File: src/rtl/lwesx_pkg.sv
package lwesx_pkg;

    localparam int unsigned VAL_W    = 61;
    localparam int unsigned ACT_W    = 4;
    localparam int unsigned LIMB_W   = 2;
    localparam int unsigned POS_W    = 12;
    localparam int unsigned STAT_W   = 2;
    localparam int unsigned LOGD_W   = 4;
    localparam int unsigned LUSE_W   = 3;
    localparam int unsigned CFG_IX_W = 3;
    localparam int unsigned NCNT_W   = 17;
    localparam int unsigned MOD_REGS = 4;
    localparam int unsigned STEP_W   = 6;

    localparam logic [STEP_W-1:0] RED_LAST = STEP_W'(VAL_W - 1);

    localparam logic [VAL_W-1:0]  MOD_RESET  = {VAL_W{1'b1}};
    localparam logic [LUSE_W-1:0] LUSE_RESET = 3'd2;
    localparam logic [LOGD_W-1:0] LOGD_RESET = 4'd12;

    // configuration register indexes
    localparam logic [CFG_IX_W-1:0] CFG_MOD0   = 3'd0;
    localparam logic [CFG_IX_W-1:0] CFG_MOD1   = 3'd1;
    localparam logic [CFG_IX_W-1:0] CFG_MOD2   = 3'd2;
    localparam logic [CFG_IX_W-1:0] CFG_MOD3   = 3'd3;
    localparam logic [CFG_IX_W-1:0] CFG_LIMBS  = 3'd4;
    localparam logic [CFG_IX_W-1:0] CFG_LOGDEG = 3'd5;

    // action codes
    localparam logic [ACT_W-1:0] ACT_CLEAR      = 4'd0;
    localparam logic [ACT_W-1:0] ACT_EXT_ADD    = 4'd1;
    localparam logic [ACT_W-1:0] ACT_EXT_SUB    = 4'd2;
    localparam logic [ACT_W-1:0] ACT_CONST_ADD  = 4'd3;
    localparam logic [ACT_W-1:0] ACT_CONST_SUB  = 4'd4;
    localparam logic [ACT_W-1:0] ACT_ENTRY_ADD  = 4'd5;
    localparam logic [ACT_W-1:0] ACT_ENTRY_SUB  = 4'd6;
    localparam logic [ACT_W-1:0] ACT_NEGATE     = 4'd7;
    localparam logic [ACT_W-1:0] ACT_READ_ENTRY = 4'd8;
    localparam logic [ACT_W-1:0] ACT_READ_CONST = 4'd9;

    // status codes
    localparam logic [STAT_W-1:0] STAT_OK    = 2'd0;
    localparam logic [STAT_W-1:0] STAT_RANGE = 2'd1;
    localparam logic [STAT_W-1:0] STAT_VALUE = 2'd2;

    typedef enum logic [1:0] {
        OP_ADD,
        OP_SUB,
        OP_NEG
    } t_op;

    typedef enum logic [3:0] {
        S_INIT,
        S_IDLE,
        S_CHK,
        S_MRD,
        S_MLD,
        S_CRD,
        S_RED,
        S_WR,
        S_CLR,
        S_DONE
    } t_state;

    typedef struct packed {
        logic             start;
        logic [VAL_W-1:0] a;
        logic [VAL_W-1:0] q;
    } t_red_req;

    typedef struct packed {
        logic             done;
        logic [VAL_W-1:0] res;
    } t_red_rsp;

endpackage

File: src/rtl/lwesx_modred.sv
module lwesx_modred (
    input  logic                i_clk,
    input  logic                i_rst_n,
    input  lwesx_pkg::t_red_req i_req,
    output lwesx_pkg::t_red_rsp o_rsp
);
    logic                               r_busy;
    logic                               r_done;
    logic [lwesx_pkg::STEP_W-1:0]       r_cnt;
    logic [lwesx_pkg::VAL_W-1:0]        r_rem;
    logic [lwesx_pkg::VAL_W-1:0]        r_a;
    logic [lwesx_pkg::VAL_W-1:0]        r_q;
    logic [lwesx_pkg::VAL_W:0]          rem_sh;
    logic [lwesx_pkg::VAL_W:0]          rem_sub;
    logic [lwesx_pkg::VAL_W-1:0]        rem_nx;
    logic                               trivial;

    // one restoring step: shift in the next dividend bit, subtract if it fits
    assign rem_sh  = {r_rem, r_a[lwesx_pkg::VAL_W-1]};
    assign rem_sub = rem_sh - {1'b0, r_q};
    assign rem_nx  = (rem_sh >= {1'b0, r_q}) ? rem_sub[lwesx_pkg::VAL_W-1:0]
                                             : rem_sh[lwesx_pkg::VAL_W-1:0];
    assign trivial = (i_req.q == '0) || (i_req.a < i_req.q);

    always_ff @(posedge i_clk) begin
        if (!i_rst_n) begin
            r_busy <= 1'b0;
            r_done <= 1'b0;
            r_cnt  <= '0;
        end else begin
            r_done <= 1'b0;
            if (i_req.start) begin
                r_busy <= !trivial;
                r_done <= trivial;
                r_cnt  <= '0;
            end else if (r_busy) begin
                r_cnt <= r_cnt + 1'b1;
                if (r_cnt == lwesx_pkg::RED_LAST) begin
                    r_busy <= 1'b0;
                    r_done <= 1'b1;
                end
            end
        end
    end

    always_ff @(posedge i_clk) begin
        if (i_req.start) begin
            r_q   <= i_req.q;
            r_a   <= i_req.a;
            // already reduced (or modulus zero): pass through unchanged
            r_rem <= trivial ? i_req.a : '0;
        end else if (r_busy) begin
            r_a   <= {r_a[lwesx_pkg::VAL_W-2:0], 1'b0};
            r_rem <= rem_nx;
        end
    end

    assign o_rsp.done = r_done;
    assign o_rsp.res  = r_rem;
endmodule

File: config.mk
export PLATFORM = sky130hd
export DESIGN_NAME = lwesx_modred
export DESIGN_NICKNAME = d
export VERILOG_FILES = /design/src/rtl/lwesx_pkg.sv /design/src/rtl/lwesx_modred.sv
export SDC_FILE = /design/constraint.sdc
export NUM_CORES = 1
export LEC_CHECK = 0
export BUFFER_PORTS_ARGS = -buffer_cell sky130_fd_sc_hd__buf_2
export CAP_MARGIN = 0
export CORE_UTILIZATION = 35
export DETAILED_ROUTE_END_ITERATION = 8
export PLACE_DENSITY_LB_ADDON = 0.15
export RECOVER_POWER = 100
export REMOVE_ABC_BUFFERS = 1
export SETUP_SLACK_MARGIN = 0.3
export SLEW_MARGIN = 20
export SYNTH_ARGS = -nofsm -noshare
export SYNTH_HDL_FRONTEND = slang
export SYNTH_SLANG_ARGS = --single-unit
File: constraint.sdc
create_clock -name i_clk -period 4.13 [get_ports i_clk]
set_input_delay 0.413 -clock i_clk [delete_from_list [all_inputs] [get_ports i_clk]]
set_output_delay 0.413 -clock i_clk [all_outputs]
set_load 0.005 [all_outputs]
# Yosys cells after proc, flatten, opt, wreduce, memory -nomap -nowiden
# Cells that the tools add are included.
# op_classes
addsub	2
muxes	12
bitwise	1
reduce_logical	5
n_eq_ne	1
order_cmp	2
# ops
op	n
61-bit two-way mux	6
62-bit by 61-bit >= comparator with 1-bit output	1
61-bit logical NOT	1
61-bit less-than comparator	1
61-bit subtractor	1
6-bit by 1-bit adder with 6-bit output (second input constant)	1
6-bit == test (second input constant)	1
1-bit two-way mux	6
2-bit nonzero test	1
2-bit OR reduction	1
1-bit logical NOT	1
1-bit logical OR	1
1-bit inverter	1
# word_totals
wordCells	29
in_bits	125
output_inout_bits	62
regBits	191

# Depth between registers and ports, before layout
# Gate-level depths: netlist of run 1.
# logic_depth
word_depth	4
depth_mapped	15
mapped_depth_nobuf	12

# Least setup slack after synthesis of run 1
# No wires, ideal clock.
# synth_timing
path_type	reg2reg
startpoint	reg r_rem[21] (netlist bit)
endpoint	reg r_rem[51] (netlist bit) (data pin)
stages_incl_launch_ff	12
n_path_buf	1
synth_period_minus_slack_ps	3021
arrival_time_ps	2753
t_required_ps	3862
setup_time_ps	268
path_slack_ps	1109
path_cell_list	edfxtp_1 > ha_1 > buf_4 > a21oi_2 > o21ai_0 > or3_1 > or4b_1 > nand3_2 > nand3_2 > or4_1 > nand3_1 > o31ai_1
# synth_via
elab_chain_len	4
elab_cells_between_ends	5
cone_classes	1 x add/sub; 1 x order compare; 3 x mux
# synth_rtl
item	line_no	source
start: declaration	lwesx_modred.sv:10	logic [lwesx_pkg::VAL_W-1:0] r_rem;
start signal: assignment	lwesx_modred.sv:51	r_rem <= trivial ? i_req.a : '0;
start signal: assignment	lwesx_modred.sv:54	r_rem <= rem_nx;
61-bit subtractor / 62-bit by 61-bit >= comparator with 1-bit output (equally long branches)	lwesx_modred.sv:20, lwesx_modred.sv:21	
61-bit two-way mux (*)	lwesx_modred.sv:21	assign rem_nx = (rem_sh >= {1'b0, r_q}) ? rem_sub[lwesx_pkg::VAL_W-1:0]
61-bit two-way mux (*)	lwesx_modred.sv:52	end else if (r_busy) begin
61-bit two-way mux (*)	lwesx_modred.sv:47	if (i_req.start) begin
# Every way passes the cells marked *; elsewhere a longest branch is shown, timed or not. The select of a mux whose other input is x is not followed.
# A chain may end at the register's enable or synchronous reset.

# Worst setup path after layout of run 1
# layout_timing
startpoint	reg r_rem[54] (netlist bit)
endpoint	reg r_rem[58] (netlist bit) (data pin)
# Same word-level chain as after synthesis.

==> results of run 1 <==
## cells in the mapped netlist, types with 9 or more instances
library cell,n,area share
sky130_fd_sc_hd__a211oi_1,14,0.0074
sky130_fd_sc_hd__a21o_1,50,0.027
sky130_fd_sc_hd__a21oi_1,100,0.035
sky130_fd_sc_hd__a311o_1,12,0.0085
sky130_fd_sc_hd__a31oi_1,12,0.0053
sky130_fd_sc_hd__and3_1,17,0.0075
sky130_fd_sc_hd__buf_2,35,0.012
sky130_fd_sc_hd__buf_4,9,0.0048
sky130_fd_sc_hd__clkbuf_1,28,0.0074
sky130_fd_sc_hd__edfxtp_1,183,0.39
sky130_fd_sc_hd__ha_1,123,0.11
sky130_fd_sc_hd__inv_1,151,0.040
sky130_fd_sc_hd__mux2_2,54,0.043
sky130_fd_sc_hd__nand2_1,73,0.019
sky130_fd_sc_hd__nand3_1,69,0.024
sky130_fd_sc_hd__nand4_1,68,0.030
sky130_fd_sc_hd__nor2_1,65,0.017
sky130_fd_sc_hd__nor2b_1,13,0.0058
sky130_fd_sc_hd__nor3_1,30,0.011
sky130_fd_sc_hd__nor4_1,17,0.0075
sky130_fd_sc_hd__o211ai_1,42,0.022
sky130_fd_sc_hd__o21a_1,14,0.0074
sky130_fd_sc_hd__o21ai_0,50,0.018
sky130_fd_sc_hd__o21bai_1,13,0.0069
sky130_fd_sc_hd__or3_1,12,0.0053
sky130_fd_sc_hd__xnor2_1,34,0.021
sky130_fd_sc_hd__xor2_1,19,0.012
## kinds of logic (layout without fill, tap and decap cells)
| kind of cell | count (synthesis) | in the layout |
|---|---|---|
| and+or+nand+nor | 411 | 411 |
| AOI/OAI and AO/OA | 388 | 388 |
| buffers and inverters | 231 | 403 |
| DFF | 191 | 191 |
| adders and majority gates | 124 | 124 |
| muxes | 55 | 55 |
| xor gates and xnor gates | 53 | 53 |
## stage by stage
step	setup TNS [ns]	utilization
after global routing	0	0.404
after detailed placement	0	0.393
after floorplan	-4.21	-
after CTS	0	0.409
final	0	0.404
after global placement	0	0.393
## critical path, delay by kind of cell (launching register included)
| kind | cells | cell delay (ns) |
|---|---|---|
| adder cells (fa/ha/maj) | 1 | 0.46 |
| AO/OA/AOI/OAI | 3 | 0.87 |
| AND/OR/NAND/NOR | 4 | 1.41 |
| flip-flops | 1 | 0.44 |
| buffers and inverters | 1 | 0.36 |
## registers in the layout, summed over array words and instances (netlist names)
| register | cells |
|---|---|
| r_rem | 61 |
| r_q | 61 |
| r_done | 1 |
| r_a | 61 |
| r_busy | 1 |
| r_cnt | 6 |
## power breakdown
part | switching, mW | internal [mW]
Combinational | 2.57 | 1.62
Clock | 0.797 | 1.08
Sequential | 0.267 | 2.58
Total | 3.64 | 5.28
## worst max path at each step
stage | endpoint | slack, ns | cells past startpoint
detailed placement | r_rem[42]$_DFFE_PP_ | 0.42 | 10
finish | r_rem[58]$_DFFE_PP_ | 0.29 | 9
floorplan | r_rem[12]$_DFFE_PP_ | -0.30 | 10
CTS | r_rem[17]$_DFFE_PP_ | 0.41 | 14
global placement | r_rem[52]$_DFFE_PP_ | 0.43 | 9
global route | r_rem[40]$_DFFE_PP_ | 0.14 | 14
## layer usage
metal  track usage  vias to the layer above  share of wire
li1              -                     5781              -
met1         0.328                     5869           0.48
met2         0.346                      316           0.45
met3        0.0353                       42          0.051
met4        0.0644                        0          0.018
met5             0                        -              0
## what timing repair did
action / in CTS / in global routing
endpoints found under the setup margin: 0 / 27
gates resized for setup: 0 / 5
setup buffers: 0 / 0
## final cells by class
type	count	area (µm²)
Clock inverter	13	209
Sequential cell	191	5660
Inverter	152	571
Multi-Input combinational cell	1031	7500
Timing Repair Buffer	219	1040
Clock buffer	19	433
Tap cell	525	657
Fill cell	4022	23700
==> impl_metrics.env, run 1 <==
export IMPL_outcome="finished with violations"
export IMPL_violated_checks="max-capacitance violations, max-slew violations"
export IMPL_final_setup_viol_count=0
export IMPL_netlist_cell_type_count=86
export IMPL_period_needed_ns=3.84
export IMPL_layout_commonest_cell="sky130_fd_sc_hd__edfxtp_1"
export IMPL_post_synth_and_or_nand_nor_area_fraction=0.154
export IMPL_drt_first_pass_iters=6
export IMPL_worstSetupStartpoint="r_rem[54]$_DFFE_PP_"
export IMPL_crit_type="flip-flop to flip-flop"
export IMPL_synthCells=1453
export IMPL_worst_ir_drop_vdd_mv=0.290
export IMPL_max_cap_viol_count=5
export IMPL_route_detailed_wl_per_inst_um=21.5
export IMPL_area_growth_synth_to_final_pct=13.8
export IMPL_drtIter0Drc=866
export IMPL_routed_via_density=5.59
export IMPL_power_per_cell_area_nw_per_um2=555
export IMPL_critical_path_cell_chain="ha_2 -> nand4_1 -> or3_1 -> nor4_1 -> nand2_1 -> o31a_2 -> buf_4 -> a32oi_1 -> o31ai_1"
export IMPL_timing_critical_path_to_type="flip-flop"
export IMPL_synth_main_ff_cell="sky130_fd_sc_hd__edfxtp_1"
export IMPL_ys_async_sr_fraction=0
export IMPL_clock_skew_final_ns=0.0128
export IMPL_hold_viol=0
export IMPL_detailedPlacementHpwl_um=35900
export IMPL_grt_pass1_wl_um=70800
export IMPL_fmax_mhz=260
export IMPL_detailroute_via_count=12000
export IMPL_synth_enable_flop_cells=183
export IMPL_antenna_cells_inserted=0
export IMPL_postSynthAreaPerCell_um2=9.72
export IMPL_cp_start_kind="flip-flop"
export IMPL_clk_pin_slew_ns=0.08
export IMPL_max_slew_margin=-0.362
export IMPL_crit_reg2reg_capture="r_rem[58]$_DFFE_PP_"
export IMPL_reg2reg_setup_slack_ns=0.29
export IMPL_min_to="r_q[17]$_DFFE_PP_"
export IMPL_die_width_um=203
export IMPL_final_cell_mix="sky130_fd_sc_hd__edfxtp_1, sky130_fd_sc_hd__inv_1, sky130_fd_sc_hd__ha_1"
export IMPL_signal_arrival_time_at_the_worst_endpoint_ns=4.01
export IMPL_holdCritPathClass="input pin to flip-flop"
export IMPL_skew_pair_late_insertion_delay_ns=0.47
export IMPL_cts_hold_buffers=0
export IMPL_finalWorstSetupSlack_ns=0.285
export IMPL_grt_start_max_net_pins=83
export IMPL_gr_total_overflow=0
export IMPL_number_of_stages_on_the_worst_hold_path=1
export IMPL_clock_path_buffers=2
export IMPL_antenna_found_initial=0
export IMPL_tritoncts_clock_tree="built"
export IMPL_finalHoldWorstSlack_ns=0.187
export IMPL_power_leakage_nw=6.63
export IMPL_timing_hold_worst_start="i_req[17]"
export IMPL_share_of_cell_area_taken_by_muxes_after_synthesis=0.0438
export IMPL_core_area_um2=39700
export IMPL_synth_compound_area_share=0.190
export IMPL_cts_buffers_inserted=17
export IMPL_ios=187
export IMPL_yosysWarningCount=0
export IMPL_row_count=73
export IMPL_clock_root_cell="sky130_fd_sc_hd__clkbuf_16"
export IMPL_synthAdderAreaFrac=0.110
export IMPL_worstPathRequired_ns=4.30
export IMPL_grt_setup_unrepaired="true"
export IMPL_die_h_um=203
export IMPL_yosys_area_share_xor_xnor=0.0329
export IMPL_global_route_usage_total=0.226
export IMPL_ys_ff_latch=191
export IMPL_grt_pass1_vias=11700
export IMPL_syn_area_um2=14100
export IMPL_main_combinational_cell_family_by_area_after_synthesis="compound AO/OA/AOI/OAI gates"
export IMPL_initial_utilization=0.355
export IMPL_io_buffers=186
export IMPL_total_power_consumption_of_the_routed_design_mw=8.91
export IMPL_clkSinkCount=191
export IMPL_share_of_final_layout_standard_cells_stronger_than_drive_strength_1=0.148
export IMPL_drc=0
export IMPL_synth_yosys_seq_area_share=0.401
export IMPL_final_net_count=1861
export IMPL_timing_critical_path_slowest_cell_delay_ns=0.52
export IMPL_ant_nets=0
export IMPL_numPlacedInstances=2118
export IMPL_layout_cells_non_filler=2150
export IMPL_startpoint_of_the_lowest_slack_register_to_register_path="r_rem[54]$_DFFE_PP_"
export IMPL_deepest_level_of_the_cts_h_tree=4
export IMPL_final_cell_area_um2=16100
export IMPL_dieArea_um2=41100
export IMPL_slew_viol_final=251
export IMPL_cp_max_fo=42
export IMPL_setup_slack_placement_ns=0.422
export IMPL_slowest_cp_cell="sky130_fd_sc_hd__nor4_1"
export IMPL_wirelength_um=46300
export IMPL_r2r_cells=9
export IMPL_place_area_um2=15600
export IMPL_worst_slew_pin_slew_ns=2.04
export IMPL_gp_congestion=0.884
export IMPL_period_share=0.931
Power figures use the tool's default switching activity.
==> run 2, diff against run 1 <==
- clock period: 4.13 -> 4.95 ns (I/O delays scaled with it)
==> impl_metrics.env, run 2 (synthesis results as in run 1) <==
export IMPL_startpoint_of_the_lowest_slack_register_to_register_path="r_a[60]$_DFFE_PP_"
export IMPL_period_share=0.924
export IMPL_global_route_usage_total=0.225
export IMPL_hold_viol=0
export IMPL_gp_congestion=0.869
export IMPL_dieArea_um2=41100
export IMPL_largest_registers="r_a: 61 flops, r_q: 61 flops, r_rem: 61 flops"
export IMPL_power_per_cell_area_nw_per_um2=456
export IMPL_tritoncts_clock_tree="built"
export IMPL_worst_slew_pin_slew_ns=1.68
export IMPL_ios=187
export IMPL_clkSinkCount=191
export IMPL_die_width_um=203
export IMPL_routed_via_density=5.58
export IMPL_antenna_cells_inserted=0
export IMPL_detailroute_via_count=11900
export IMPL_area_growth_synth_to_final_pct=12.8
export IMPL_clock_root_cell="sky130_fd_sc_hd__clkbuf_16"
export IMPL_worst_ir_drop_vdd_mv=0.239
export IMPL_crit_type="flip-flop to flip-flop"
export IMPL_power_leakage_nw=6.51
export IMPL_slowest_cp_cell="sky130_fd_sc_hd__nor3_4"
export IMPL_timing_critical_path_to_type="flip-flop"
export IMPL_timing_critical_path_slowest_cell_delay_ns=0.66
export IMPL_setup_slack_placement_ns=-0.00349
export IMPL_cp_start_kind="flip-flop"
export IMPL_initial_utilization=0.355
export IMPL_deepest_level_of_the_cts_h_tree=4
export IMPL_reg2reg_setup_slack_ns=0.38
export IMPL_row_count=73
export IMPL_final_core_utilization=0.401
export IMPL_cts_buffers_inserted=17
export IMPL_path_common_cell="sky130_fd_sc_hd__clkbuf_2"
export IMPL_min_to="r_q[29]$_DFFE_PP_"
export IMPL_io_buffers=186
export IMPL_clock_path_buffers=2
export IMPL_final_setup_viol_count=0
export IMPL_layout_commonest_cell="sky130_fd_sc_hd__edfxtp_1"
export IMPL_cp_max_fo=16
export IMPL_worstPathRequired_ns=5.16
export IMPL_final_net_count=1844
export IMPL_detailedPlacementHpwl_um=34800
export IMPL_grt_pass1_wl_um=70700
export IMPL_core_area_um2=39700
export IMPL_cts_setup_buffers=0
export IMPL_grt_start_max_net_pins=137
export IMPL_violated_checks="max-capacitance violations, max-slew violations"
export IMPL_fmax_mhz=219
export IMPL_skew_pair_late_insertion_delay_ns=0.47
export IMPL_die_h_um=203
export IMPL_final_seq_area_um2=5660
export IMPL_final_cell_mix="sky130_fd_sc_hd__edfxtp_1, sky130_fd_sc_hd__inv_1, sky130_fd_sc_hd__ha_1"
export IMPL_holdCritPathClass="input pin to flip-flop"
export IMPL_share_of_final_layout_standard_cells_stronger_than_drive_strength_1=0.136
export IMPL_multi_input_combinational_cell_area_um2=7520
export IMPL_post_cts_resized_instances=0
export IMPL_grt_pass1_vias=11600
export IMPL_signal_arrival_time_at_the_worst_endpoint_ns=4.78
export IMPL_number_of_stages_on_the_worst_hold_path=1
export IMPL_timing_hold_worst_start="i_req[29]"
export IMPL_critical_path_cell_chain="inv_1 -> ha_1 -> fa_1 -> nor2b_1 -> o31a_1 -> o21ai_2 -> a211oi_2 -> a221o_2 -> nor3_1 -> nor3_4 -> clkbuf_2 -> nor2_2 -> clkbuf_2 -> a311o_1"
export IMPL_outcome="finished with violations"
export IMPL_finalHoldWorstSlack_ns=0.266
export IMPL_finalWorstSetupSlack_ns=0.377
export IMPL_grt_setup_unrepaired="false"
export IMPL_gr_total_overflow=0
export IMPL_max_cap_viol_count=3
export IMPL_fin_tns_setup_ns=0
export IMPL_crit_reg2reg_capture="r_rem[38]$_DFFE_PP_"
export IMPL_wirelength_um=45800
export IMPL_drc=0
export IMPL_slew_viol_final=186
export IMPL_clock_skew_final_ns=0.0141
export IMPL_ant_nets=0
export IMPL_filler_cell_count=4081
export IMPL_antenna_found_initial=0
export IMPL_route_detailed_wl_per_inst_um=21.5
export IMPL_period_needed_ns=4.57
export IMPL_drt_first_pass_iters=5
export IMPL_drtIter0Drc=803
export IMPL_max_slew_margin=-0.120
export IMPL_cts_hold_buffers=0
export IMPL_r2r_cells=14
export IMPL_clk_pin_slew_ns=0.07
==> run 2: how the worst max path moves through the flow <==
stage                               end  slack [ns]  depth (start not counted)               start
finish              r_rem[38]$_DFFE_PP_        0.38                         14   r_a[60]$_DFFE_PP_
detailed placement  r_rem[19]$_DFFE_PP_      -0.003                         12            i_req[7]
global route        r_rem[24]$_DFFE_PP_        0.16                         12  r_rem[8]$_DFFE_PP_
CTS                 r_rem[17]$_DFFE_PP_        0.37                         14   r_a[60]$_DFFE_PP_
global placement    r_rem[19]$_DFFE_PP_       -0.09                         12            i_req[7]
floorplan           r_rem[12]$_DFFE_PP_        0.52                         10  r_rem[8]$_DFFE_PP_
==> run 2: area by class of cell <==
class,count,area share
clock buffers,19,0.0272
repair buffers,202,0.0595
inverters,152,0.0358
clock inverters,12,0.00864
flip-flops and latches,191,0.355
well taps,525,0.0412
multi-input cells,1031,0.472
==> run 2: worst max-delay path, delay by kind of cell, from the launching register on <==
| kind | cells | cell delay, ns |
|---|---|---|
| AOI/OAI and AO/OA | 5 | 1.34 |
| and+or+nand+nor | 4 | 1.15 |
| buffers and inverters | 3 | 0.85 |
| adders and majority gates | 2 | 0.63 |
| DFF | 1 | 0.33 |
==> run 2: report_power, final <==
group / internal [mW] / total [mW] / switching [mW]
Sequential: 2.15 / 2.35 / 0.198
Combinational: 1.33 / 3.50 / 2.17
Clock: 0.747 / 1.41 / 0.665
Total: 4.23 / 7.26 / 3.03
==> run 2: metrics by stage <==
step / instance area [µm²] / power, mW / cells
4_1_cts: 16100 / 7.33 / 2132
2_1_floorplan: 13700 / 4.67 / 1374
5_1_grt: 15900 / 7.76 / 2132
3_5_place_dp: 15500 / 5.88 / 2101
3_3_place_gp: 15500 / 5.88 / 2101
6_report: 15900 / 7.26 / 2132
==> run 2: per-layer routing <==
layer  part of all wire  vias up  routed length (µm)  track usage
met5                  0        -                   0            0
met4              0.011        0                 501       0.0483
met3              0.051       24                2350       0.0414
met2               0.44      298               20400        0.341
met1               0.49     5830               22600        0.330
li1                   -     5751                   -            -
